<file path="src/cmbta_pkg.sv">
`timescale 1ns / 1ps
`default_nettype none
// ----------------------------------------------------------------------------
// cmbta_pkg
// Shared types, constants and face selection for the cube map tap addresser.
// ----------------------------------------------------------------------------
package cmbta_pkg;

  localparam int SIZE_W        = 11;
  localparam int MAX_FACE_SIZE = 1024;
  localparam int RESET_SIZE    = 256;
  localparam int NUM_W         = 28;   // (s+m)*size
  localparam int REM_W         = 16;
  localparam int DIV_BITS      = 27;   // quotient of n*2^15/m
  localparam int DIV_PER_STAGE = 3;
  localparam int DIV_STAGES    = DIV_BITS / DIV_PER_STAGE;

  localparam logic [2:0] FACE_PX = 3'd0;
  localparam logic [2:0] FACE_NX = 3'd1;
  localparam logic [2:0] FACE_PY = 3'd2;
  localparam logic [2:0] FACE_NY = 3'd3;
  localparam logic [2:0] FACE_PZ = 3'd4;
  localparam logic [2:0] FACE_NZ = 3'd5;

  typedef struct packed {
    logic signed [15:0] dir_x;
    logic signed [15:0] dir_y;
    logic signed [15:0] dir_z;
  } dir_t;

  typedef struct packed {
    logic [2:0]  tap_face;
    logic [9:0]  tap_x;
    logic [9:0]  tap_y;
    logic [16:0] tap_weight;
    logic        last_tap;
  } tap_t;

  // side information that follows one tap pass down the pipeline
  typedef struct packed {
    logic [2:0]        face;
    logic [1:0]        k;
    logic [SIZE_W-1:0] size;
  } pass_t;

  typedef struct packed {
    logic [2:0]         face;
    logic signed [17:0] su;
    logic signed [17:0] sv;
    logic [16:0]        m;
  } face_sel_t;

  // major axis wins, ties go to x then y; zero vector maps to -x center
  function automatic face_sel_t pick_face(logic signed [17:0] x, logic signed [17:0] y,
                                          logic signed [17:0] z);
    face_sel_t   r;
    logic [17:0] ax;
    logic [17:0] ay;
    logic [17:0] az;
    ax = x[17] ? 18'(-x) : 18'(x);
    ay = y[17] ? 18'(-y) : 18'(y);
    az = z[17] ? 18'(-z) : 18'(z);
    r  = '0;
    if (ax == 18'd0 && ay == 18'd0 && az == 18'd0) begin
      r.face = FACE_NX;
      r.m    = 17'd1;
    end else if (ax >= ay && ax >= az) begin
      r.m = ax[16:0];
      if (x > 18'sd0) begin
        r.face = FACE_PX; r.su = -z; r.sv = -y;
      end else begin
        r.face = FACE_NX; r.su = z;  r.sv = -y;
      end
    end else if (ay >= az) begin
      r.m = ay[16:0];
      if (y > 18'sd0) begin
        r.face = FACE_PY; r.su = x; r.sv = z;
      end else begin
        r.face = FACE_NY; r.su = x; r.sv = -z;
      end
    end else begin
      r.m = az[16:0];
      if (z > 18'sd0) begin
        r.face = FACE_PZ; r.su = x;  r.sv = -y;
      end else begin
        r.face = FACE_NZ; r.su = -x; r.sv = -y;
      end
    end
    return r;
  endfunction

endpackage
`default_nettype wire

</file>
<file path="src/cmbta_div.sv">
`timescale 1ns / 1ps
`default_nettype none
// ----------------------------------------------------------------------------
// cmbta_div
// Pipelined restoring divider, two lanes sharing one divisor:
// q = floor(num * 2^15 / m), three quotient bits per stage.
// ----------------------------------------------------------------------------
module cmbta_div (
  input  wire logic                        clk_i,
  input  wire logic                        rst_ni,
  input  wire logic                        valid_i,
  input  wire cmbta_pkg::pass_t            pass_i,
  input  wire logic [16:0]                 m_i,
  input  wire logic [cmbta_pkg::NUM_W-1:0] num_x_i,
  input  wire logic [cmbta_pkg::NUM_W-1:0] num_y_i,
  output logic                             valid_o,
  output cmbta_pkg::pass_t                 pass_o,
  output logic [cmbta_pkg::DIV_BITS-1:0]   q_x_o,
  output logic [cmbta_pkg::DIV_BITS-1:0]   q_y_o
);
  import cmbta_pkg::*;

  typedef struct packed {
    logic [REM_W-1:0]    rem;
    logic [DIV_BITS-1:0] bits;  // dividend bits still to come, quotient shifts in
  } div_lane_t;

  function automatic div_lane_t div_steps(div_lane_t l, logic [16:0] m);
    div_lane_t   r;
    logic [16:0] rr;
    r = l;
    for (int i = 0; i < DIV_PER_STAGE; i++) begin
      rr = {r.rem, r.bits[DIV_BITS-1]};
      if (rr >= m) begin
        rr     = rr - m;
        r.bits = {r.bits[DIV_BITS-2:0], 1'b1};
      end else begin
        r.bits = {r.bits[DIV_BITS-2:0], 1'b0};
      end
      r.rem = rr[REM_W-1:0];
    end
    return r;
  endfunction

  logic        valid_q [DIV_STAGES];
  pass_t       pass_q  [DIV_STAGES];
  logic [16:0] m_q     [DIV_STAGES];
  div_lane_t   lx_q    [DIV_STAGES];
  div_lane_t   ly_q    [DIV_STAGES];
  div_lane_t   lx0;
  div_lane_t   ly0;

  // top dividend bits are already below m since the quotient fits DIV_BITS
  assign lx0.rem  = num_x_i[NUM_W-1 -: REM_W];
  assign lx0.bits = {num_x_i[NUM_W-REM_W-1:0], 15'd0};
  assign ly0.rem  = num_y_i[NUM_W-1 -: REM_W];
  assign ly0.bits = {num_y_i[NUM_W-REM_W-1:0], 15'd0};

  for (genvar s = 0; s < DIV_STAGES; s++) begin : g_stage
    if (s == 0) begin : g_first
      always_ff @(posedge clk_i or negedge rst_ni) begin
        if (!rst_ni) begin
          valid_q[s] <= 1'b0;
        end else begin
          valid_q[s] <= valid_i;
        end
      end
      always_ff @(posedge clk_i) begin
        pass_q[s] <= pass_i;
        m_q[s]    <= m_i;
        lx_q[s]   <= div_steps(lx0, m_i);
        ly_q[s]   <= div_steps(ly0, m_i);
      end
    end else begin : g_next
      always_ff @(posedge clk_i or negedge rst_ni) begin
        if (!rst_ni) begin
          valid_q[s] <= 1'b0;
        end else begin
          valid_q[s] <= valid_q[s-1];
        end
      end
      always_ff @(posedge clk_i) begin
        pass_q[s] <= pass_q[s-1];
        m_q[s]    <= m_q[s-1];
        lx_q[s]   <= div_steps(lx_q[s-1], m_q[s-1]);
        ly_q[s]   <= div_steps(ly_q[s-1], m_q[s-1]);
      end
    end
  end

  assign valid_o = valid_q[DIV_STAGES-1];
  assign pass_o  = pass_q[DIV_STAGES-1];
  assign q_x_o   = lx_q[DIV_STAGES-1].bits;
  assign q_y_o   = ly_q[DIV_STAGES-1].bits;

endmodule
`default_nettype wire

</file>
<file path="config.mk">
export PLATFORM = sky130hd
export DESIGN_NAME = cmbta_div
export DESIGN_NICKNAME = d
export VERILOG_FILES = /design/src/cmbta_pkg.sv /design/src/cmbta_div.sv
export SDC_FILE = /design/constraint.sdc
export NUM_CORES = 2
export LEC_CHECK = 0
export ABC_AREA = 0
export BUFFER_PORTS_ARGS = -buffer_cell sky130_fd_sc_hd__clkbuf_2
export CORE_MARGIN = 3
export CORE_UTILIZATION = 57
export DETAILED_ROUTE_END_ITERATION = 10
export HOLD_SLACK_MARGIN = 0.08
export PLACE_DENSITY = 0.81
export SYNTH_ARGS = -nofsm -noshare
export SYNTH_HDL_FRONTEND = slang
export SYNTH_SLANG_ARGS = --single-unit
</file>
<file path="constraint.sdc">
create_clock -name clk_i -period 19 [get_ports clk_i]
set_input_delay 2.85 -clock clk_i [delete_from_list [all_inputs] [get_ports clk_i]]
set_output_delay 2.85 -clock clk_i [all_outputs]
set_load 0.02 [all_outputs]
</file>
# ---- After elaboration in Yosys (flattened, before gate mapping)
# Memories as Yosys holds them, arrays and structs flattened.
# Cells that the tools add are included.
dict set report totals {
  memories 4
  elab_cells 229
  out_inout_bits 71
  ramBits 1071
  input_bits 92
  ff_bits 9
}
dict set report classes {
  n_mux 108
  n_lt_le_gt_ge 54
  n_addsub 54
}
# name depth width rd rd_clocked_by_memory_dff write_ports line
set mem_list {}
lappend mem_list {lx_q 9 43 9 0 9 cmbta_div.sv:48} ;# div_lane_t lx_q [DIV_STAGES];
lappend mem_list {ly_q 9 43 9 0 9 cmbta_div.sv:49} ;# div_lane_t ly_q [DIV_STAGES];
lappend mem_list {m_q 9 17 8 0 9 cmbta_div.sv:47} ;# logic [16:0] m_q [DIV_STAGES];
lappend mem_list {pass_q 9 16 9 0 9 cmbta_div.sv:46} ;# pass_t pass_q [DIV_STAGES];
# cell n
set op_table {}
lappend op_table {{$ge 17x17->1} 54}
lappend op_table {{$mux 16} 54}
lappend op_table {{$sub 16x16->16} 54}
lappend op_table {{$mux 1} 54}

# ---- Longest topological paths before layout
# An unclocked memory read counts as a cell.
dict set report depth {
  depth_word 7
  mapped_depth 36
  depth_no_buf 34
}

# ---- Least setup slack after synthesis
# OpenSTA, ideal clock, no wires.
dict set report synth_timing {
  kind {input -> register}
  start {input m_i[1]}
  end {memory lx_q[0][28] in the netlist's numbering}
  stages 30
  t_required_ns 18.879
  setup_slack_ns 9.362
  arrival_time_ns 9.517
  setup_time_ns 0.121
  path_buffers 3
  cell_sequence {inv_1 -> ha_1 -> nor2b_1 -> o31a_1 -> o31ai_1 -> a21oi_1 -> a21oi_1 -> clkbuf_1 -> nor2_1 -> a21oi_1 -> inv_1 -> ha_1 -> nor2b_1 -> o31a_1 -> o31a_1 -> o41ai_1 -> o22ai_1 -> o21a_1 -> clkbuf_1 -> mux2i_1 -> ha_1 -> nor2b_1 -> o21ai_0 -> a21oi_1 -> o211ai_1 -> a21oi_1 -> nand2_1 -> nand3b_1 -> clkbuf_1 -> mux2_2}
}
# item line
set synth_lines {}
lappend synth_lines {{from (decl)} cmbta_div.sv:13} ;# input wire logic [16:0] m_i,
lappend synth_lines {{to (decl)} cmbta_div.sv:48}

==> impl_results.md <==
* Initial DRC Count at 3654
* Htree depth at 3
* Seq/Total Area, Yosys at 26.41%
* Total core area at 111600 um^2
* Most frequent cell after synthesis: ha_1
* Nets at 8408
* Top post-synthesis cells by area: dfxtp_1 26%, ha_1 17%, mux2_2 9.2%
* Reg-to-Reg Start: m_q[0][1]
* Die height at 342.8 um
* Hold buffer count at cts at 0
* Commonest cells post-synth: 898 x ha_1, 842 x dfxtp_1, 590 x a21oi_1, 531 x mux2_2, 482 x nor2_1
* Clk buf depth at 3
* Crit path DAT at 11.99 ns
* CP max stage cell: o21ai_2
* Crit path max fanout at 25
* Ys Warns at 0
* Worst setup SP type: primary input
* IO Count at 163
* Critical path endpoint category: register
* Root Buffer: clkbuf_16
* Busiest grt layer: met2
* Layout area overhead at 8.096%
* Share of cells above drive strength 1 at 13.15%
* CTS sink cnt at 851
* Post-CTS sizing at 0
* Top cell type's share of synthesized area at 26.06%
* Hold WC Path Type: reg -> reg
* Critical setup path kind: in -> reg
* Num CTS Buffers at 90
* Width of the die at 342.8 um
* Leading area contributor after synthesis: dfxtp_1
* Initial antenna violation count at 3
* Via count of the first global-routing pass at 53138
* Die area at 117500 um^2
* DR vias at 54843
* Post-Route WL at 170500 um
* Final hold vios at 0
* Slew Limit Fails at 0
* Clock skew at 0.02419 ns
* Antenna cells at 0
* WHS Path Cells at 0
* Main flop type after synthesis: dfxtp_1
* Max cap viols at 0
* GR Overflow Total at 0
* Maximum number of pins on one net before global-route repair at 27
* R2r setup slk at 9.23 ns
* Clk Latency, worst-skew pair at 0.70 ns
* Hold endpoint: ly_q[0][278]
* RePlAce Congestion at 0.9557
* Worst r2r dst: lx_q[0][72]
* Critical Path RT at 19.52 ns
* Hold wc startpoint: ly_q[0][232]
* DR vias/cell at 6.129
* CTS tree: done
* Worst-path clk slew at 0.06 ns
* Post-Syn Nets at 8297
* Cell Area, Synth at 64670 um^2
* Synthesis-stage register bit count at 851
* Relative slew slack at 23.67%
* GRT met2 Usage at 47.83%
* EDFF count, synth at 0
* Post-Syn Instances at 7273
* Row cnt at 122
* Run status: completed
* Setup Buffers After CTS at 0
* Count of input and output buffers at 162
* Async S/R FF share, synth at 1.058%
* Wire per inst at 19.06 um
* Global-route wire length before repair at 267200 um
* Pre-Repair DR Iteration Count at 7
* Worst path most repeated cell: a21o_1
* Met3 global-route usage at 3.987%
* Drt drc at 0
* Final period util at 60.38%
* Setup TNS at 0 ns
* Crit path time final at 11.47 ns
* Slowest stage delay, CP at 0.80 ns
* # setup viols final at 0
* Fmax at 87.17 MHz
* Syn_area_per_cell at 8.892 um^2
* RSZ-0062 raised after global routing: no
* Met1 layer usage reported by global route at 33.21%
* Detailed Place HPWL at 130800 um
* Overall routing resource usage at 27.89%
* Synth unique cells at 88
* Starting Density at 57.96%
* Worst Tran Pin Value at 1.141 ns
* R2r worst-path depth at 28
* Antenna Violating Nets Remaining at 0
-- worst max-delay path, delay by kind of cell --
kind / cells / cell delay [ns]
compound gates: 18 / 5.26
fa+ha+maj: 3 / 0.95
buf+inv: 5 / 1.46
mux: 1 / 0.41
simple gates: 5 / 1.03
-- cell usage in the layout, fill, tap and decap left out, drive strengths merged, types with 21 or more instances in the layout --
master	instances
nand2	410
mux2	533
o211ai	38
inv	412
o41ai	35
and3	48
or3	45
o31ai	51
nor2	482
and2	40
o31a	34
a21oi	593
dfxtp	842
and4	21
fa	34
xor2	215
o21bai	106
o21ai	410
a31oi	63
buf	30
clkinv	29
a31o	26
nor4	23
clkbuf	281
xnor2	425
a21o	250
ha	898
nor2b	95
a21boi	21
nand4	99
nand3	113
mux2i	59
nor3	146
o21a	151
a211oi	47
or2	28
nand2b	77
-- through the flow --
| step | setup WS (ns) | hold slack [ns] | cell area [um^2] | instances | utilization (%) |
|---|---|---|---|---|---|
| after global placement | 7.192 | 0.3095 | 66710 | 8780 | 59.78 |
| final | 7.528 | 0.3159 | 69910 | 8948 | 62.65 |
| after detailed placement | 6.983 | 0.3121 | 66710 | 8780 | 59.78 |
| after global routing | 6.609 | 0.3165 | 69910 | 8948 | 62.65 |
| after floorplan | 9.362 | 0.3096 | 64670 | 7273 | - |
| after CTS | 7.683 | 0.3129 | 69910 | 8948 | 62.65 |
-- cells by family (layout without fill, tap and decap cells) --
| kind of cell | count (synthesis) | after routing | share of synthesized area, % |
|---|---|---|---|
| DFF | 851 | 851 | 26.41 |
| adders and majority gates | 932 | 932 | 18.43 |
| buffers and inverters | 583 | 770 | 3.856 |
| muxes | 592 | 592 | 10.21 |
| and+or+nand+nor | 1654 | 1654 | 12.19 |
| AOI/OAI and AO/OA | 2021 | 2021 | 20.25 |
| xor gates and xnor gates | 640 | 640 | 8.667 |
-- flip-flops by register name (all words and copies together) (netlist names) --
register	cells
lx_q	281
ly_q	281
m_q	136
pass_q	144
valid_o	1
valid_q	8
-- how the worst max path moves through the flow --
stage / from / end / slack (ns) / depth (start not counted)
finish: m_i[1] / ly_q[0][40] / 7.53 / 32
global route: m_i[1] / ly_q[0][40] / 6.61 / 32
CTS: m_i[1] / ly_q[0][40] / 7.68 / 32
detailed placement: m_i[1] / ly_q[0][40] / 6.98 / 32
global placement: m_i[1] / ly_q[0][40] / 7.19 / 32
floorplan: m_i[1] / lx_q[0][28] / 9.36 / 30
-- layout make-up --
type / count / area [um^2]
Multi-Input combinational cell: 5839 / 45190
Timing Repair Buffer: 192 / 1036
Inverter: 410 / 1539
Sequential cell: 851 / 17080
Clock inverter: 49 / 673.1
Clock buffer: 119 / 2531
Fill cell: 9305 / 41670
Tap cell: 1488 / 1862
-- routing by layer --
| layer | up-vias | share of wire (%) | routed length [um] |
|---|---|---|---|
| li1 | 26759 | - | - |
| met5 | - | 0.0082 | 14 |
| met1 | 25582 | 41 | 69880 |
| met3 | 582 | 6.1 | 10440 |
| met2 | 1918 | 47 | 79880 |
| met4 | 2 | 6.0 | 10300 |
Power is left out: the tool's default activity adds up to more than one toggle a clock period on the data nets, which glitch-free logic cannot reach.
