**src/cmbta_pkg.sv**
```systemverilog
`timescale 1ns / 1ps
`default_nettype none
// ----------------------------------------------------------------------------
// cmbta_pkg
// Shared types, constants and face selection for the cube map tap addresser.
// ----------------------------------------------------------------------------
package cmbta_pkg;

  localparam int SIZE_W        = 11;
  localparam int MAX_FACE_SIZE = 1024;
  localparam int RESET_SIZE    = 256;
  localparam int NUM_W         = 28;   // (s+m)*size
  localparam int REM_W         = 16;
  localparam int DIV_BITS      = 27;   // quotient of n*2^15/m
  localparam int DIV_PER_STAGE = 3;
  localparam int DIV_STAGES    = DIV_BITS / DIV_PER_STAGE;

  localparam logic [2:0] FACE_PX = 3'd0;
  localparam logic [2:0] FACE_NX = 3'd1;
  localparam logic [2:0] FACE_PY = 3'd2;
  localparam logic [2:0] FACE_NY = 3'd3;
  localparam logic [2:0] FACE_PZ = 3'd4;
  localparam logic [2:0] FACE_NZ = 3'd5;

  typedef struct packed {
    logic signed [15:0] dir_x;
    logic signed [15:0] dir_y;
    logic signed [15:0] dir_z;
  } dir_t;

  typedef struct packed {
    logic [2:0]  tap_face;
    logic [9:0]  tap_x;
    logic [9:0]  tap_y;
    logic [16:0] tap_weight;
    logic        last_tap;
  } tap_t;

  // side information that follows one tap pass down the pipeline
  typedef struct packed {
    logic [2:0]        face;
    logic [1:0]        k;
    logic [SIZE_W-1:0] size;
  } pass_t;

  typedef struct packed {
    logic [2:0]         face;
    logic signed [17:0] su;
    logic signed [17:0] sv;
    logic [16:0]        m;
  } face_sel_t;

  // major axis wins, ties go to x then y; zero vector maps to -x center
  function automatic face_sel_t pick_face(logic signed [17:0] x, logic signed [17:0] y,
                                          logic signed [17:0] z);
    face_sel_t   r;
    logic [17:0] ax;
    logic [17:0] ay;
    logic [17:0] az;
    ax = x[17] ? 18'(-x) : 18'(x);
    ay = y[17] ? 18'(-y) : 18'(y);
    az = z[17] ? 18'(-z) : 18'(z);
    r  = '0;
    if (ax == 18'd0 && ay == 18'd0 && az == 18'd0) begin
      r.face = FACE_NX;
      r.m    = 17'd1;
    end else if (ax >= ay && ax >= az) begin
      r.m = ax[16:0];
      if (x > 18'sd0) begin
        r.face = FACE_PX; r.su = -z; r.sv = -y;
      end else begin
        r.face = FACE_NX; r.su = z;  r.sv = -y;
      end
    end else if (ay >= az) begin
      r.m = ay[16:0];
      if (y > 18'sd0) begin
        r.face = FACE_PY; r.su = x; r.sv = z;
      end else begin
        r.face = FACE_NY; r.su = x; r.sv = -z;
      end
    end else begin
      r.m = az[16:0];
      if (z > 18'sd0) begin
        r.face = FACE_PZ; r.su = x;  r.sv = -y;
      end else begin
        r.face = FACE_NZ; r.su = -x; r.sv = -y;
      end
    end
    return r;
  endfunction

endpackage
`default_nettype wire

```
**src/cmbta_tap.sv**
```systemverilog
`timescale 1ns / 1ps
`default_nettype none
// ----------------------------------------------------------------------------
// cmbta_tap
// Per tap: texel and weight factors, then seam resolution onto the
// neighboring face with the weight product, then weight rounding.
// ----------------------------------------------------------------------------
module cmbta_tap (
  input  wire logic                          clk_i,
  input  wire logic                          rst_ni,
  input  wire logic                          valid_i,
  input  wire cmbta_pkg::pass_t              pass_i,
  input  wire logic [cmbta_pkg::DIV_BITS-1:0] q_x_i,
  input  wire logic [cmbta_pkg::DIV_BITS-1:0] q_y_i,
  output logic                               tap_valid_o,
  output cmbta_pkg::tap_t                    tap_o
);
  import cmbta_pkg::*;

  // off-face taps land one texel past an edge, so the re-projected
  // coordinate is either an edge texel or a mirrored/copied row
  function automatic logic [9:0] edge_texel(logic signed [17:0] s, logic [SIZE_W-1:0] size);
    logic signed [17:0] ss;
    logic signed [17:0] h;
    logic [9:0]         r;
    ss = {7'd0, size};
    h  = s + ss - 18'sd1;
    if (s >= ss) begin
      r = 10'(size - 11'd1);
    end else if (s <= -ss) begin
      r = 10'd0;
    end else begin
      r = h[10:1];
    end
    return r;
  endfunction

  // stage 1
  logic               t1_valid_q;
  pass_t              t1_pass_q;
  logic signed [11:0] t1_tx_q;
  logic signed [11:0] t1_ty_q;
  logic [16:0]        t1_wx_q;
  logic [16:0]        t1_wy_q;
  logic signed [27:0] px;
  logic signed [27:0] py;
  logic signed [11:0] tx_d;
  logic signed [11:0] ty_d;
  logic [16:0]        wx_d;
  logic [16:0]        wy_d;

  assign px   = $signed({1'b0, q_x_i}) - 28'sd32768;
  assign py   = $signed({1'b0, q_y_i}) - 28'sd32768;
  assign tx_d = px[27:16] + $signed({11'd0, pass_i.k[0]});
  assign ty_d = py[27:16] + $signed({11'd0, pass_i.k[1]});
  assign wx_d = pass_i.k[0] ? {1'b0, px[15:0]} : 17'd65536 - {1'b0, px[15:0]};
  assign wy_d = pass_i.k[1] ? {1'b0, py[15:0]} : 17'd65536 - {1'b0, py[15:0]};

  always_ff @(posedge clk_i) begin
    t1_pass_q <= pass_i;
    t1_tx_q   <= tx_d;
    t1_ty_q   <= ty_d;
    t1_wx_q   <= wx_d;
    t1_wy_q   <= wy_d;
  end

  // stage 2
  logic               t2_valid_q;
  logic [33:0]        t2_prod_q;
  logic [2:0]         t2_face_q;
  logic [9:0]         t2_x_q;
  logic [9:0]         t2_y_q;
  logic               t2_last_q;
  logic signed [13:0] size_s;
  logic signed [13:0] aa;
  logic signed [13:0] bb;
  logic signed [17:0] vx;
  logic signed [17:0] vy;
  logic signed [17:0] vz;
  logic signed [17:0] sz;
  logic               on_face;
  face_sel_t          sel;

  assign size_s  = {3'd0, t1_pass_q.size};
  assign sz      = {7'd0, t1_pass_q.size};
  assign aa      = {t1_tx_q[11], t1_tx_q, 1'b1} - size_s;
  assign bb      = {t1_ty_q[11], t1_ty_q, 1'b1} - size_s;
  assign on_face = !t1_tx_q[11] && !t1_ty_q[11] &&
                   ({{2{t1_tx_q[11]}}, t1_tx_q} < size_s) &&
                   ({{2{t1_ty_q[11]}}, t1_ty_q} < size_s);

  // texel center back to a direction on its own face
  always_comb begin
    case (t1_pass_q.face)
      FACE_PX: begin vx = sz;        vy = -18'(bb); vz = -18'(aa); end
      FACE_NX: begin vx = -sz;       vy = -18'(bb); vz = 18'(aa);  end
      FACE_PY: begin vx = 18'(aa);   vy = sz;       vz = 18'(bb);  end
      FACE_NY: begin vx = 18'(aa);   vy = -sz;      vz = -18'(bb); end
      FACE_PZ: begin vx = 18'(aa);   vy = -18'(bb); vz = sz;       end
      default: begin vx = -18'(aa);  vy = -18'(bb); vz = -sz;      end
    endcase
  end

  assign sel = pick_face(vx, vy, vz);

  always_ff @(posedge clk_i) begin
    t2_prod_q <= 34'(t1_wx_q) * 34'(t1_wy_q);
    t2_last_q <= (t1_pass_q.k == 2'd3);
    if (on_face) begin
      t2_face_q <= t1_pass_q.face;
      t2_x_q    <= t1_tx_q[9:0];
      t2_y_q    <= t1_ty_q[9:0];
    end else begin
      t2_face_q <= sel.face;
      t2_x_q    <= edge_texel(sel.su, t1_pass_q.size);
      t2_y_q    <= edge_texel(sel.sv, t1_pass_q.size);
    end
  end

  // stage 3: output register
  logic  t3_valid_q;
  tap_t  t3_tap_q;
  logic [33:0] prod_rnd;

  assign prod_rnd = t2_prod_q + 34'd32768;

  always_ff @(posedge clk_i) begin
    t3_tap_q.tap_face   <= t2_face_q;
    t3_tap_q.tap_x      <= t2_x_q;
    t3_tap_q.tap_y      <= t2_y_q;
    t3_tap_q.tap_weight <= prod_rnd[32:16];
    t3_tap_q.last_tap   <= t2_last_q;
  end

  always_ff @(posedge clk_i or negedge rst_ni) begin
    if (!rst_ni) begin
      t1_valid_q <= 1'b0;
      t2_valid_q <= 1'b0;
      t3_valid_q <= 1'b0;
    end else begin
      t1_valid_q <= valid_i;
      t2_valid_q <= t1_valid_q;
      t3_valid_q <= t2_valid_q;
    end
  end

  assign tap_valid_o = t3_valid_q;
  assign tap_o       = t3_tap_q;

endmodule
`default_nettype wire

```
**config.mk**
```make
export PLATFORM = sky130hd
export DESIGN_NAME = cmbta_tap
export DESIGN_NICKNAME = d
export VERILOG_FILES = /design/src/cmbta_pkg.sv /design/src/cmbta_tap.sv
export SDC_FILE = /design/constraint.sdc
export NUM_CORES = 1
export LEC_CHECK = 0
export ABC_AREA = 1
export BUFFER_PORTS_ARGS = -buffer_cell sky130_fd_sc_hd__buf_2
export CORE_MARGIN = 2
export CORE_UTILIZATION = 25
export CTS_BUF_LIST = sky130_fd_sc_hd__clkbuf_4
export DETAILED_ROUTE_END_ITERATION = 16
export PLACE_DENSITY_LB_ADDON = 0.08
export SLEW_MARGIN = 20
export SYNTH_ARGS = -nofsm -noshare
export SYNTH_HDL_FRONTEND = slang
export SYNTH_SLANG_ARGS = --single-unit
```
**constraint.sdc**
```tcl
create_clock -name clk_i -period 11.4 [get_ports clk_i]
set_input_delay 0.57 -clock clk_i [delete_from_list [all_inputs] [get_ports clk_i]]
set_output_delay 0.57 -clock clk_i [all_outputs]
set_load 0.05 [all_outputs]
```
Yosys cells after proc, flatten, opt, wreduce, memory -nomap -nowiden
Index checks and enable logic that the tools add are counted.

$add $sub $neg: 20. $mul: 1. Order comparisons: 12. Eq/ne operators: 5. Mux-type cells: 22. Reduce and logical (&&, ||, !) cells: 13.

Operator list (number): 56-bit 2-to-1 mux (2); 37-bit 2-to-1 mux (3); 18-bit one-hot mux with 5 select lines (1); 10-bit 2-to-1 mux (6); 27-bit by 16-bit subtractor with 28-bit output, second input constant (2); 18-bit >= comparator (3); 18-bit by 1-bit > comparator with 1-bit output, second input constant (3); 18-bit logical NOT (3); 18-bit 2-to-1 mux (3); 18-bit negation (3); 18-bit one-hot mux with 3 select lines (1); 18-bit by 12-bit >= comparator with 1-bit output (2); 18-bit less-or-equal comparator (2); 36-bit 2-to-1 mux (1); 14-bit negation with 18-bit output (2); 18-bit one-hot mux with 2 select lines (1); 17-bit by 16-bit subtractor with 17-bit output, first input constant (2); 33-bit by 16-bit adder with 33-bit output, second input constant (1); 17-bit by 17-bit multiplier with 33-bit output (1); 16-bit 2-to-1 mux (2); 14-bit by 11-bit < comparator with 1-bit output (2); 13-bit by 12-bit subtractor with 14-bit output (2); 12-bit by 1-bit adder with 12-bit output (2); 11-bit adder (2); 12 further kinds (21).

Bits in registers: 175. Output and inout bits: 42. Logic and storage cells: 95.

Depth between registers and ports, before layout
Gate-level depths: netlist (run 1).

Depth after elaboration: 14. Depth in mapped cells: 65. Depth with buffers taken out: 64.

Worst setup path before layout (run 1)
No wires, ideal clock.

Path type: flip-flop to flip-flop. Start point: register t1_tx_q[0]. End point: register t2_x_q[7]. Library setup time: 0.114 ns. Data arrival time: 6.971 ns. Required time: 11.286 ns. Path slack: 4.315 ns. Cell stages (with the launch flop): 56. Buffers on the path: 3. Clock period less this slack: 7.085 ns. Path through: dfxtp_1 inv_1 ha_1 inv_1 fa_1 inv_1 nand3_1 a21oi_1 nand2_1 nor2_1 nand3_1 nor2_2 nand3_2 nand2_1 inv_2 nand2_1 nand4_4 inv_2 [... 20 more ...] o211ai_1 nand3_1 inv_1 ha_1 nand2_1 inv_1 o21ai_0 o211a_1 o221a_2 o221ai_1 a221oi_1 nor2_1 o41ai_1 inv_1 nand3b_1 nand2_1 nand3_1 nand2_1.

Cells in the longest elaborated chain, start to end: 14. Elaborated cells between the ends (all ways): 34. Those cells by class: 6 x add/sub; 8 x order compare; 13 x mux; 7 x reduce/logical.

RTL lines: start: declaration (RTL line cmbta_tap.sv:41) `logic signed [11:0] t1_tx_q;`; start signal: assignment (RTL line cmbta_tap.sv:61) `t1_tx_q <= tx_d;`; 13-bit by 12-bit subtractor with 14-bit output (RTL line cmbta_tap.sv:86) `assign aa = {t1_tx_q[11], t1_tx_q, 1'b1} - size_s;`; 14-bit negation with 18-bit output (RTL line cmbta_tap.sv:95, cmbta_tap.sv:100); 18-bit one-hot mux with 5 select lines or 18-bit one-hot mux with 3 select lines (tied branches) (RTL line cmbta_tap.sv:94) `case (t1_pass_q.face)`; 18-bit negation, on equally long branches; 18-bit 2-to-1 mux, on equally long branches (RTL line cmbta_pkg.sv:62, cmbta_pkg.sv:60); 18-bit >= comparator (tied with other cells) (RTL line cmbta_pkg.sv:74) `end else if (ay >= az) begin`; 56-bit 2-to-1 mux (tied with other cells) (RTL line cmbta_pkg.sv:74); 56-bit 2-to-1 mux or 1-bit logical AND (tied branches) (RTL line cmbta_pkg.sv:67, cmbta_pkg.sv:64); 36-bit 2-to-1 mux (RTL line cmbta_pkg.sv:64) `if (ax == 18'd0 && ay == 18'd0 && az == 18'd0) begin`; 11-bit adder (RTL line cmbta_tap.sv:27) `h = s + ss - 18'sd1;`; 11-bit by 2-bit subtractor with 11-bit output (RTL line cmbta_tap.sv:27); 10-bit 2-to-1 mux (RTL line cmbta_tap.sv:30) `end else if (s <= -ss) begin`; 10-bit 2-to-1 mux (RTL line cmbta_tap.sv:28) `if (s >= ss) begin`; 10-bit 2-to-1 mux * (RTL line cmbta_tap.sv:109) `if (on_face) begin`; end signal: assignment (RTL line cmbta_tap.sv:111) `t2_x_q <= t1_tx_q[9:0];`; end signal: assignment (RTL line cmbta_tap.sv:115) `t2_x_q <= edge_texel(sel.su, t1_pass_q.size);`; end: declaration (RTL line cmbta_tap.sv:71) `logic [9:0] t2_x_q;`.

Mark *: on every way between the ends. The rest lies on a longest branch, timed or not. A chain may end at the register's enable or synchronous reset.

Final worst setup path (run 1)
Start point: register t1_pass_q, in the netlist size_s[9]. End point: register t2_x_q[8].

Cells in the longest elaborated chain, start to end: 14. Elaborated cells between the ends (all ways): 42. Those cells by class: 10 x add/sub; 9 x order compare; 15 x mux; 8 x reduce/logical.

RTL lines: start: declaration (RTL line cmbta_tap.sv:40) `pass_t t1_pass_q;`; start signal: assignment (RTL line cmbta_tap.sv:60) `t1_pass_q <= pass_i;`; 13-bit by 12-bit subtractor with 14-bit output, on equally long branches (RTL line cmbta_tap.sv:87, cmbta_tap.sv:86); 14-bit negation with 18-bit output, on equally long branches; 18-bit one-hot mux with 5 select lines (tied with other cells) (RTL line cmbta_tap.sv:94); 18-bit negation, on equally long branches; 18-bit 2-to-1 mux, on equally long branches (RTL line cmbta_pkg.sv:62, cmbta_pkg.sv:60, cmbta_pkg.sv:61); 18-bit >= comparator (tied with other cells) (RTL line cmbta_pkg.sv:74); 56-bit 2-to-1 mux (tied with other cells) (RTL line cmbta_pkg.sv:74); 56-bit 2-to-1 mux or 1-bit logical AND (tied branches) (RTL line cmbta_pkg.sv:67, cmbta_pkg.sv:64); 36-bit 2-to-1 mux (RTL line cmbta_pkg.sv:64); 11-bit adder (RTL line cmbta_tap.sv:27); 11-bit by 2-bit subtractor with 11-bit output (RTL line cmbta_tap.sv:27); 10-bit 2-to-1 mux (RTL line cmbta_tap.sv:30); 10-bit 2-to-1 mux (RTL line cmbta_tap.sv:28); 10-bit 2-to-1 mux * (RTL line cmbta_tap.sv:109).

Marks and branches as above.

==> metrics.md, run 1 <==
| Metric | Value |
|---|---|
| Most used DFF post-synth | `dfxtp_1` |
| Startpoint of the lowest-slack register-to-register path | `size_s[9]$_DFF_P_` |
| Kind of critical path | `register to register` |
| CTS tree | `done` |
| Full die area | `between 100000 and 150000 µm²` |
| HP Start | `q_x_i[24]` |
| Max Clock Skew | `0.0504 ns` |
| Most frequent standard cell in the layout excluding fill and tap cells | `nand2_1` |
| Largest net degree at the start of global routing | `27` |
| Die width | `approximately 320 µm` |
| Post-route standard cell area excluding fillers | `approximately 27000 µm²` |
| Vias in the first global route | `around 23000` |
| Number of distinct standard cells referenced by the synthesized netlist | `69` |
| Count of flip-flops with a built-in enable after synthesis | `0` |
| Total vias in the final route | `22411` |
| Placed wire-length estimate after detailed placement | `between 70000 and 80000 µm` |
| Net total in the final layout | `4249` |
| Endpoint arrival time on the critical path | `around 10 ns` |
| Worst path most repeated cell | `nand2_1` |
| Final critical delay including setup and external delays | `between 9 and 10 ns` |
| Main combinational cell family by area after synthesis | `adder cells` |
| Global-route congestion overflow total | `0` |
| Ratio of cells with drive above 1 in the final layout | `7.55%` |
| CP max FO | `18` |
| Worst hold path type | `input port to register` |
| Number of buffers inserted for hold repair after clock tree synthesis | `65` |
| Remaining design rule violation count | `0` |
| Die Y-Extent | `317 µm` |
| Total power divided by cell area | `around 310 nW/µm²` |
| RSZ-0062 raised after global routing | `false` |
| Via-to-Cell Ratio | `roughly 4.5` |
| Share of synthesized cell area in full adder, half adder and majority cells | `34.0%` |
| Netlist Area Pre-Place | `24500 µm²` |
| Final period utilization | `84.8%` |
| Sequential share of power | `between 10% and 20%` |
| Number of I/O pins | `115` |
| Part of the power in combinational logic | `~84%` |
| Synthesis-stage register bit count | `160` |
| Total placed cells including tap cells | `4836` |
| Synth Area in Compound Gates | `under 10%` |
| Fmax | `~100 MHz` |
| Largest voltage drop on the vdd net | `~0.36 mV` |
| Post-synthesis simple-gate area fraction | `around 27%` |
| Max transition margin | `27.0%` |
| Antenna violations before repair | `3` |
| Max-slew violation count | `0` |
| Switching pwr | `just under 5 mW` |
| Core Footprint | `roughly 97000 µm²` |
| Total clock sinks | `160` |
| Proportion of synthesized chip area in sequential cells | `about an eighth` |
| Bufs and invs on worst path | `10` |
| Wire length of the first global-routing pass | `between 100000 and 150000 µm` |
| Library cell used as clock root buffer | `clkbuf_4` |
| Cts bufs inserted | `17` |
| Clk pin slew, worst setup/hold paths | `0.20 ns` |
| Count of buffers added by post-CTS timing repair for setup | `0` |
| Count of cells resized by post-cts repair | `0` |
| Setup-failing EPs final | `0` |
| Startpoint type of the worst setup path | `register` |
| Maximum buffer depth of the clock tree | `2` |
| Origin of the worst setup path | `size_s[9]$_DFF_P_` |
| Signed area change from the synthesized netlist to the final layout | `11.7%` |
| Cell internal pwr | `3.66 mW` |
| Number of hold violations in the final report | `0` |
| Detail-routed net length per standard cell | `around 19 µm` |
| Synthesized area per cell | `6.96 µm²` |
| Depth of the CTS H-tree | `4` |
| Instance area at placement | `approximately 26000 µm²` |
| Transition time at the pin with the least slew margin | `1.09 ns` |
| Number of search-and-repair iterations in the first detailed-routing pass | `5` |
| Leakage power | `around 15 nW` |
| Routed WL | `roughly 94000 µm` |
| Slowest cell on crit path | `o21ai_2` |
| Required time of the critical path | `approximately 12 ns` |
| Port Buffers | `114` |
| Count of maximum capacitance violations | `0` |
| Routability congestion estimate | `between 0.9 and 1` |
| Critical path capture point type | `register` |
| Result of the run | `complete, no violations` |
| Clock insertion delay at the later pin of the skew report | `around 0.84 ns` |
| All-Layer GR Usage | `about a fifth` |
| Instance count of the mapped netlist | `around 3500` |
| Maximum single-stage delay on the critical path | `approximately 0.76 ns` |
| Layout Cells excl Fill | `4943` |
| Leading cell types in the layout, fill and taps excluded | `nand2_1, inv_1, ha_1` |
| Cell type group with the largest total delay on the critical path | `compound AO/OA/AOI/OAI gates` |
| Std-Cell Rows | `about 110` |
| Mux cell area share after synthesis | `0%` |
| Setup TNS | `0 ns` |
| Yosys warning count | `0` |
| Share of flip-flops with an asynchronous set or reset | `1.88%` |
| Post-route total power | `8.56 mW` |
| Final ANT Viol Nets | `0` |
| Parity-gate share of the synthesized area counting xor and xnor cells | `~4.9%` |
| Power share of the clock group | `between 4 and 5%` |
| Switching part of the total power | `between 50% and 60%` |
| Violation count after the first detailed-routing iteration | `between 1000 and 1500` |
| Initial Utilization | `25.3%` |
## sequential cells by signal, indices dropped and copies added, names as in the netlist, 11 cells and up
signal and flops:
t2_prod_q 18, t1_wx_q 17, size_s 11, t1_wy_q 17
tap_o 41, t1_ty_q 12, t1_tx_q 12
## worst min-delay path: stages
cell,delay [ns]
buf_2,0.12
xor2_1,0.11
xor2_1,0.15
## through the flow
stage	util (%)	hold WS, ns	setup WS, ns
floorplan	-	0.274	4.32
global placement	27.2	0.311	2.01
detailed placement	27.2	0.312	1.86
CTS	28.2	0.000981	1.73
global route	28.3	0.0658	0.848
finish	28.3	0.137	1.73
## final cells by class
class,instances,area [µm²]
fill,10874,69600
antenna,10,25.0
clock inverter,15,170
inverter,707,2660
timing repair buffer,200,1380
clock buffer,17,128
tap,1276,1600
sequential,160,3220
multi-input combinational,2558,18200
## logic make-up after synthesis
group,after synthesis
xor gates and xnor gates,138
buffers and inverters,817
other,2
DFF,160
and+or+nand+nor,1539
adders and majority gates,532
AOI/OAI and AO/OA,337
## per-layer routing
layer / routed length, µm / part of all wire [%] / GRT usage, % / up-vias
li1: - / - / - / 11214
met1: 43300 / 46 / 25.3 / 10705
met2: 46500 / 49 / 34.4 / 423
met3: 2930 / 3.1 / 1.75 / 69
met4: 1590 / 1.7 / 4.48 / 0
met5: 0 / 0 / 0 / -
## power groups by stage
| stage | clock network, mW | logic (mW) | registers (mW) |
|---|---|---|---|
| 2_1_floorplan | 0 | 5.08 | 1.13 |
| 3_3_place_gp | 0 | 7.36 | 0.982 |
| 3_5_place_dp | 0 | 7.24 | 0.980 |
| 4_1_cts | 0.443 | 7.36 | 0.969 |
| 5_1_grt | 0.456 | 8.29 | 0.984 |
| 6_report | 0.409 | 7.19 | 0.962 |
## cells in the mapped netlist, types with 6 or more instances
master     instances  area (µm²)
nand2_2           16         100
o2111ai_1          9        78.8
dfxtp_1          157        3140
inv_1            674        2530
o21ai_1           14        70.1
xor2_1            97         850
a211oi_1           8        60.1
o21ai_0           93         465
nand3b_1          10        75.1
nand2_1          934        3510
nand4_1           37         231
o221ai_1           8        70.1
o21bai_1          10        75.1
o211ai_1          19         143
xnor2_1           41         359
nand3_2           12         120
nand3_1          230        1150
nor2_1           199         747
buf_2             19        95.1
a21oi_1          111         556
nor3_1            40         200
o31ai_1            6        45.0
nor2_2            12        75.1
nor2_4             7        78.8
ha_1             307        3840
inv_2             30         113
clkbuf_1          84         315
a31oi_1            9        56.3
fa_1             225        4500
nor4_1             7        43.8
or2_2             12        75.1
o22ai_1           12        75.1
## worst paths after layout
kind	end	slack, ns	depth (start not counted)
hold reg to reg	tap_o[27]$_DFF_P_	0.35	0
setup / recovery	t2_x_q[8]$_DFF_P_	1.73	50
max in group asynchronous	t1_valid_q$_DFF_PN0_	10.67	3
hold / removal	t1_tx_q[8]$_DFF_P_	0.14	3
setup reg to reg	t2_x_q[8]$_DFF_P_	1.73	50
min in group asynchronous	t2_valid_q$_DFF_PN0_	0.59	3
Power figures use the tool's default switching activity.
==> run 2: changes to the inputs <==
ABC_AREA = 0   (was 1)
clock period = 8.9 ns   (was 11.4 ns; I/O delays follow)
==> metrics.md, run 2 <==
| Metric | Value |
|---|---|
| Yosys warning count | `0` |
| Setup-failing EPs final | `0` |
| Proportion of synthesized chip area in sequential cells | `a little over an eighth` |
| Core Footprint | `98000 µm²` |
| Port Buffers | `114` |
| Routability congestion estimate | `~0.93` |
| Most used DFF post-synth | `dfxtp_1` |
| Ratio of cells with drive above 1 in the final layout | `between 20% and 30%` |
| Post-synthesis simple-gate area fraction | `about a fifth` |
| Vias in the first global route | `24637` |
| Clock insertion delay at the later pin of the skew report | `approximately 0.80 ns` |
| Top cells by area, synth | `fa_1, ha_1, dfxtp_1, xnor2_1, inv_1` |
| Remaining design rule violation count | `0` |
| Worst path most repeated cell | `buf_4` |
| Number of I/O pins | `between 100 and 150` |
| Max-slew violation count | `0` |
| Post-route total power | `about 12 mW` |
| Total clock sinks | `160` |
| Fmax | `116 MHz` |
| Main combinational cell family by area after synthesis | `adder cells` |
| Initial Utilization | `about 25%` |
| Leakage power | `between 15 and 20 nW` |
| Number of distinct standard cells referenced by the synthesized netlist | `around 110` |
| Signed area change from the synthesized netlist to the final layout | `33.0%` |
| Largest voltage drop on the vdd net | `0.448 mV` |
| Biggest area consumer among synthesized cells | `fa_1` |
| Routed WL | `about 100000 µm` |
| Die Y-Extent | `~320 µm` |
| Endpoint arrival time on the critical path | `between 9 and 10 ns` |
| Wire length of the first global-routing pass | `154000 µm` |
| Share of flip-flops with an asynchronous set or reset | `1.88%` |
| Number of hold violations in the final report | `0` |
| Minimum setup slack among reg-to-reg paths | `roughly 0.27 ns` |
| Count of flip-flops with a built-in enable after synthesis | `0` |
| Depth of the CTS H-tree | `4` |
| Placed wire-length estimate after detailed placement | `between 80000 and 90000 µm` |
| Parity-gate share of the synthesized area counting xor and xnor cells | `a little under a tenth` |
| Total vias in the final route | `about 23000` |
| Largest net degree at the start of global routing | `31` |
| Violation count after the first detailed-routing iteration | `between 1000 and 1500` |
| Share of synthesized cell area in full adder, half adder and majority cells | `33.9%` |
| Filler instances | `~10000` |
| Synth Area in Compound Gates | `14.7%` |
| Transition time at the pin with the least slew margin | `a little over 0.9 ns` |
| CTS tree | `done` |
| Std-Cell Rows | `around 120` |
| All-Layer GR Usage | `around 20%` |
| Final ANT Viol Nets | `0` |
| Kind of critical path | `register to register` |
| Netlist Area Pre-Place | `~25000 µm²` |
| Global-route congestion overflow total | `0` |
| Critical path capture point type | `register` |
| Maximum buffer depth of the clock tree | `2` |
| Instance area at placement | `between 30000 and 40000 µm²` |
| Antenna violations before repair | `4` |
| Number of search-and-repair iterations in the first detailed-routing pass | `5` |
| Setup TNS | `0 ns` |
| Required time of the critical path | `approximately 9.6 ns` |
| Layout Cells excl Fill | `4931` |
| Slowest cell on crit path | `or4_1` |
| Net total in the final layout | `around 4200` |
| Startpoint type of the worst setup path | `register` |
| Most frequent standard cell in the layout excluding fill and tap cells | `buf_4` |
| Count of maximum capacitance violations | `0` |
| Full die area | `a little over 100000 µm²` |
| CP max FO | `30` |
| RSZ-0062 raised after global routing | `true` |
| Maximum single-stage delay on the critical path | `0.58 ns` |
| Result of the run | `complete, no violations` |
| Synthesis-stage register bit count | `160` |
| Number of flip-flops in the largest register | `just over 40` |
| Leading post-synthesis cells by instance count | `inv_1, nand2_1, ha_1` |
| Library cell used as clock root buffer | `clkbuf_4` |
| Final period utilization | `about 97%` |
| Leading cell types in the layout, fill and taps excluded | `buf_4, inv_1, nand2_1` |
| Post-route standard cell area excluding fillers | `around 33000 µm²` |
| Clk pin slew, worst setup/hold paths | `~0.16 ns` |
| Die width | `between 300 and 400 µm` |
| Max transition margin | `39.0%` |
| Via-to-Cell Ratio | `~4.7` |
| Instance count of the mapped netlist | `roughly 3000` |
| Cell with the most instances after synthesis | `inv_1` |
| Max Clock Skew | `0.0448 ns` |
| Synthesized area per cell | `8.24 µm²` |
| Final critical delay including setup and external delays | `roughly 8.6 ns` |
| Total power divided by cell area | `373 nW/µm²` |
| Detail-routed net length per standard cell | `about 21 µm` |
| Cts bufs inserted | `17` |
| Worst hold path type | `input port to register` |
| Mux cell area share after synthesis | `1.36%` |
| Fraction of post-synthesis cell area in the top cell type by area | `18.3%` |
| Total placed cells including tap cells | `between 4000 and 5000` |
==> run 2: cell type report <==
cell class / instances / area (µm²) / share of cell area (%)
Antenna cell: 5 / 12.5 / 0.0382
Sequential cell: 160 / 3230 / 9.86
Timing Repair Buffer: 719 / 5440 / 16.6
Clock buffer: 18 / 135 / 0.412
Multi-Input combinational cell: 2315 / 20600 / 62.9
Tap cell: 1287 / 1610 / 4.91
Clock inverter: 14 / 171 / 0.523
Inverter: 413 / 1560 / 4.76
==> run 2: routing by layer <==
layer	part of all wire, %	vias to the layer above	global-route usage, %
met5	0	-	0
li1	-	11243	-
met2	50	483	36.1
met3	3.6	112	2.04
met1	44	11532	25.7
met4	2.3	0	5.37
==> run 2: worst max-delay path, delay by kind of cell, from the launching register on <==
kind	cells	cell delay (ns)
AOI/OAI and AO/OA	15	2.79
adders and majority gates	3	0.67
buffers and inverters	10	1.66
DFF	1	0.40
muxes	1	0.13
and+or+nand+nor	12	2.80
==> run 2: logic make-up after synthesis <==
family          Yosys count
other cells               2
mux                      31
fa+ha+maj               532
compound gates          510
xor+xnor                259
flops                   160
simple gates            970
buf+inv                 527
==> run 2: power by group <==
| part | leakage (nW) | internal (mW) | switching [mW] | total (mW) |
|---|---|---|---|---|
| clock | 0.155 | 0.179 | 0.352 | 0.531 |
| sequential | 1.36 | 1.03 | 0.172 | 1.20 |
| combinational | 14.1 | 4.58 | 5.90 | 10.5 |
==> run 2: timing repair <==
action,CTS,global route
pin swaps,25,73
hold buffers,95,0
endpoints found under the setup margin,20,20
setup buffers,13,20
gates resized for setup,83,175
hold endpoints to repair,73,0
cloned,0,2
==> run 2: path summary, 6_finish.rpt <==
kind                                   start                    end  cells after the start
min reg2reg                t2_last_q$_DFF_P_       tap_o[0]$_DFF_P_                      0
max in group asynchronous             rst_ni  tap_valid_o$_DFF_PN0_                      3
min in group asynchronous             rst_ni   t1_valid_q$_DFF_PN0_                      3
max reg2reg                size_s[6]$_DFF_P_      t2_x_q[2]$_DFF_P_                     41
min                                q_x_i[17]     t1_tx_q[1]$_DFF_P_                      3
max                        size_s[6]$_DFF_P_      t2_x_q[2]$_DFF_P_                     41
==> run 2: through the flow <==
stage / setup WS, ns / hold slack, ns / util (%)
2_1_floorplan: 0.0116 / 0.149 / -
3_3_place_gp: -0.804 / 0.240 / 30.7
3_5_place_dp: -0.912 / 0.243 / 30.7
4_1_cts: 0.00281 / 0.0113 / 32.4
5_1_grt: -0.109 / 0.0717 / 33.4
6_report: 0.270 / 0.135 / 33.4
==> run 3: changes to the inputs <==
CTS_CLUSTER_DIAMETER = 100   (was default)
PLACE_DENSITY = 0.48   (was default)
PLACE_DENSITY_LB_ADDON = default   (was 0.08)
==> metrics.md, run 3 (same netlist as run 2, synthesis figures left out) <==
| Metric | Value |
|---|---|
| Total vias in the final route | `roughly 23000` |
| Setup-failing EPs final | `0` |
| Total placed cells including tap cells | `between 4000 and 5000` |
| Filler instances | `~10000` |
| Vias in the first global route | `22621` |
| Std-Cell Rows | `between 100 and 150` |
| Sequential share of power | `a little over a tenth` |
| Most frequent standard cell in the layout excluding fill and tap cells | `buf_4` |
| Global-route congestion overflow total | `0` |
| Placed wire-length estimate after detailed placement | `around 77000 µm` |
| Post-route standard cell area excluding fillers | `about 32000 µm²` |
| Layout Cells excl Fill | `4854` |
| Die Y-Extent | `roughly 320 µm` |
| Largest net degree at the start of global routing | `38` |
| Number of hold violations in the final report | `0` |
| All-Layer GR Usage | `roughly a fifth` |
| Power share of the clock group | `under 10%` |
| Leading cell types in the layout, fill and taps excluded | `buf_4, inv_1, nand2_1` |
| Cts bufs inserted | `17` |
| Final ANT Viol Nets | `0` |
| Detail-routed net length per standard cell | `roughly 19 µm` |
| Antenna violations before repair | `7` |
| Instance area at placement | `~30000 µm²` |
| Maximum buffer depth of the clock tree | `2` |
| Total clock sinks | `160` |
| Count of maximum capacitance violations | `0` |
| Fmax | `~120 MHz` |
| Die width | `~320 µm` |
| Worst-case setup margin in the final layout | `~0.41 ns` |
| Clk pin slew, worst setup/hold paths | `roughly 0.17 ns` |
| Worst hold path type | `input port to register` |
| Ratio of cells with drive above 1 in the final layout | `around 22%` |
| Full die area | `between 100000 and 150000 µm²` |
| Number of I/O pins | `115` |
| Leakage power | `roughly 15 nW` |
| Final critical delay including setup and external delays | `about 8.5 ns` |
| Switching pwr | `~5.7 mW` |
| Core Footprint | `~100000 µm²` |
| Signed area change from the synthesized netlist to the final layout | `29.7%` |
| Required time of the critical path | `9.55 ns` |
| Max-slew violation count | `0` |
| Largest voltage drop on the vdd net | `between 0.6 and 0.7 mV` |
| Initial Utilization | `25.1%` |
| Bufs and invs on worst path | `7` |
| Max Clock Skew | `between 0.06 and 0.07 ns` |
| Part of the power in combinational logic | `between 80% and 90%` |
| Critical path capture point type | `register` |
| Cell type group with the largest total delay on the critical path | `compound AO/OA/AOI/OAI gates` |
| Wire length of the first global-routing pass | `approximately 140000 µm` |
| Depth of the CTS H-tree | `4` |
| Transition time at the pin with the least slew margin | `between 1 and 1.5 ns` |
| Startpoint type of the worst setup path | `register` |
| Remaining design rule violation count | `0` |
| Sequential cell area | `roughly 3200 µm²` |
| Multi-input combinational cell area | `~20000 µm²` |
| Switching part of the total power | `50.9%` |
| Max transition margin | `approximately a third` |
| CP max FO | `9` |
| Violation count after the first detailed-routing iteration | `~1600` |
| Number of search-and-repair iterations in the first detailed-routing pass | `6` |
| Setup slack at placement | `-0.187 ns` |
| Kind of critical path | `register to register` |
| Port Buffers | `around 110` |
| Clock insertion delay at the later pin of the skew report | `roughly 0.83 ns` |
| Via-to-Cell Ratio | `4.77` |
| CTS tree | `done` |
| Library cell used as clock root buffer | `clkbuf_4` |
| Endpoint arrival time on the critical path | `roughly 9.1 ns` |
| Result of the run | `complete, no violations` |
| Cell internal pwr | `approximately 5.5 mW` |
| Routed WL | `94200 µm` |
| Hold_ws | `0.160 ns` |
| Slowest cell on crit path | `or4b_4` |
| Number of flip-flops in the largest register | `41` |
| Maximum single-stage delay on the critical path | `between 0.5 and 0.6 ns` |
| Final period utilization | `a little over nine tenths` |
| Routability congestion estimate | `0.960` |
| Net total in the final layout | `~4200` |
| Total power divided by cell area | `between 300 and 400 nW/µm²` |
run 3: changes by cell type in the layout (fill, tap and decap cells not counted), moves of 6 or more:
cell,change
buf_4,-77
a21oi_1,+8
nor2_2,-7
mux2i_1,+6
run 3: final timing paths:
kind                                     from                     to  slack, ns  cells after the start
hold / removal                      q_x_i[17]     t1_tx_q[1]$_DFF_P_       0.16                      3
min in group asynchronous              rst_ni  tap_valid_o$_DFF_PN0_       0.50                      3
setup / recovery           t1_tx_q[0]$_DFF_P_      t2_x_q[7]$_DFF_P_       0.41                     45
setup reg to reg           t1_tx_q[0]$_DFF_P_      t2_x_q[7]$_DFF_P_       0.41                     45
hold reg to reg             t2_x_q[7]$_DFF_P_      tap_o[35]$_DFF_P_       0.31                      0
max in group asynchronous              rst_ni   t1_valid_q$_DFF_PN0_       8.26                      3
run 3: area by class of cell:
cell class | instances | share of cell area [%]
Timing Repair Buffer | 644 | 15.4
Tap cell | 1287 | 5.04
Clock inverter | 15 | 0.595
Sequential cell | 160 | 10.1
Antenna cell | 4 | 0.0313
Inverter | 413 | 4.90
Clock buffer | 17 | 0.399
Multi-Input combinational cell | 2314 | 63.6
run 3: what timing repair did:
item | in CTS | in global routing
pin swaps | 0 | 77
hold buffers | 94 | 0
buffers inserted | 1 | 22
gates cloned | 0 | 3
setup endpoints to repair | 19 | 20
gates resized for setup | 16 | 185
hold endpoints to repair | 73 | 0
run 3: power by group through the flow:
stage	combinational [mW]	clock, mW	sequential (mW)
2_1_floorplan	6.20	0	1.44
4_1_cts	9.37	0.561	1.22
5_1_grt	10.9	0.584	1.24
6_report	9.52	0.528	1.22
3_5_place_dp	9.19	0	1.24
3_3_place_gp	9.19	0	1.24
run 3: per-layer routing:
metal	GRT usage [%]	share of wire (%)	vias to the layer above
met5	0	0	-
met3	2.58	5.5	113
li1	-	-	11118
met1	25.9	46	11250
met4	5.81	2.9	0
met2	29.6	45	673
run 3: per-stage QoR:
| stage | utilization, % | TNS, ns | total power [mW] |
|---|---|---|---|
| after CTS | 31.5 | 0 | 11.2 |
| after global routing | 32.6 | -0.589 | 12.7 |
| final | 32.6 | 0 | 11.3 |
| after global placement | 30.2 | -1.40 | 10.4 |
| after detailed placement | 30.2 | -2.70 | 10.4 |
| after floorplan | - | 0 | 7.63 |
run 3: worst min-delay path, stage by stage:
cell	delay, ns
buf_2	0.11
xor2_1	0.10
ha_1	0.27
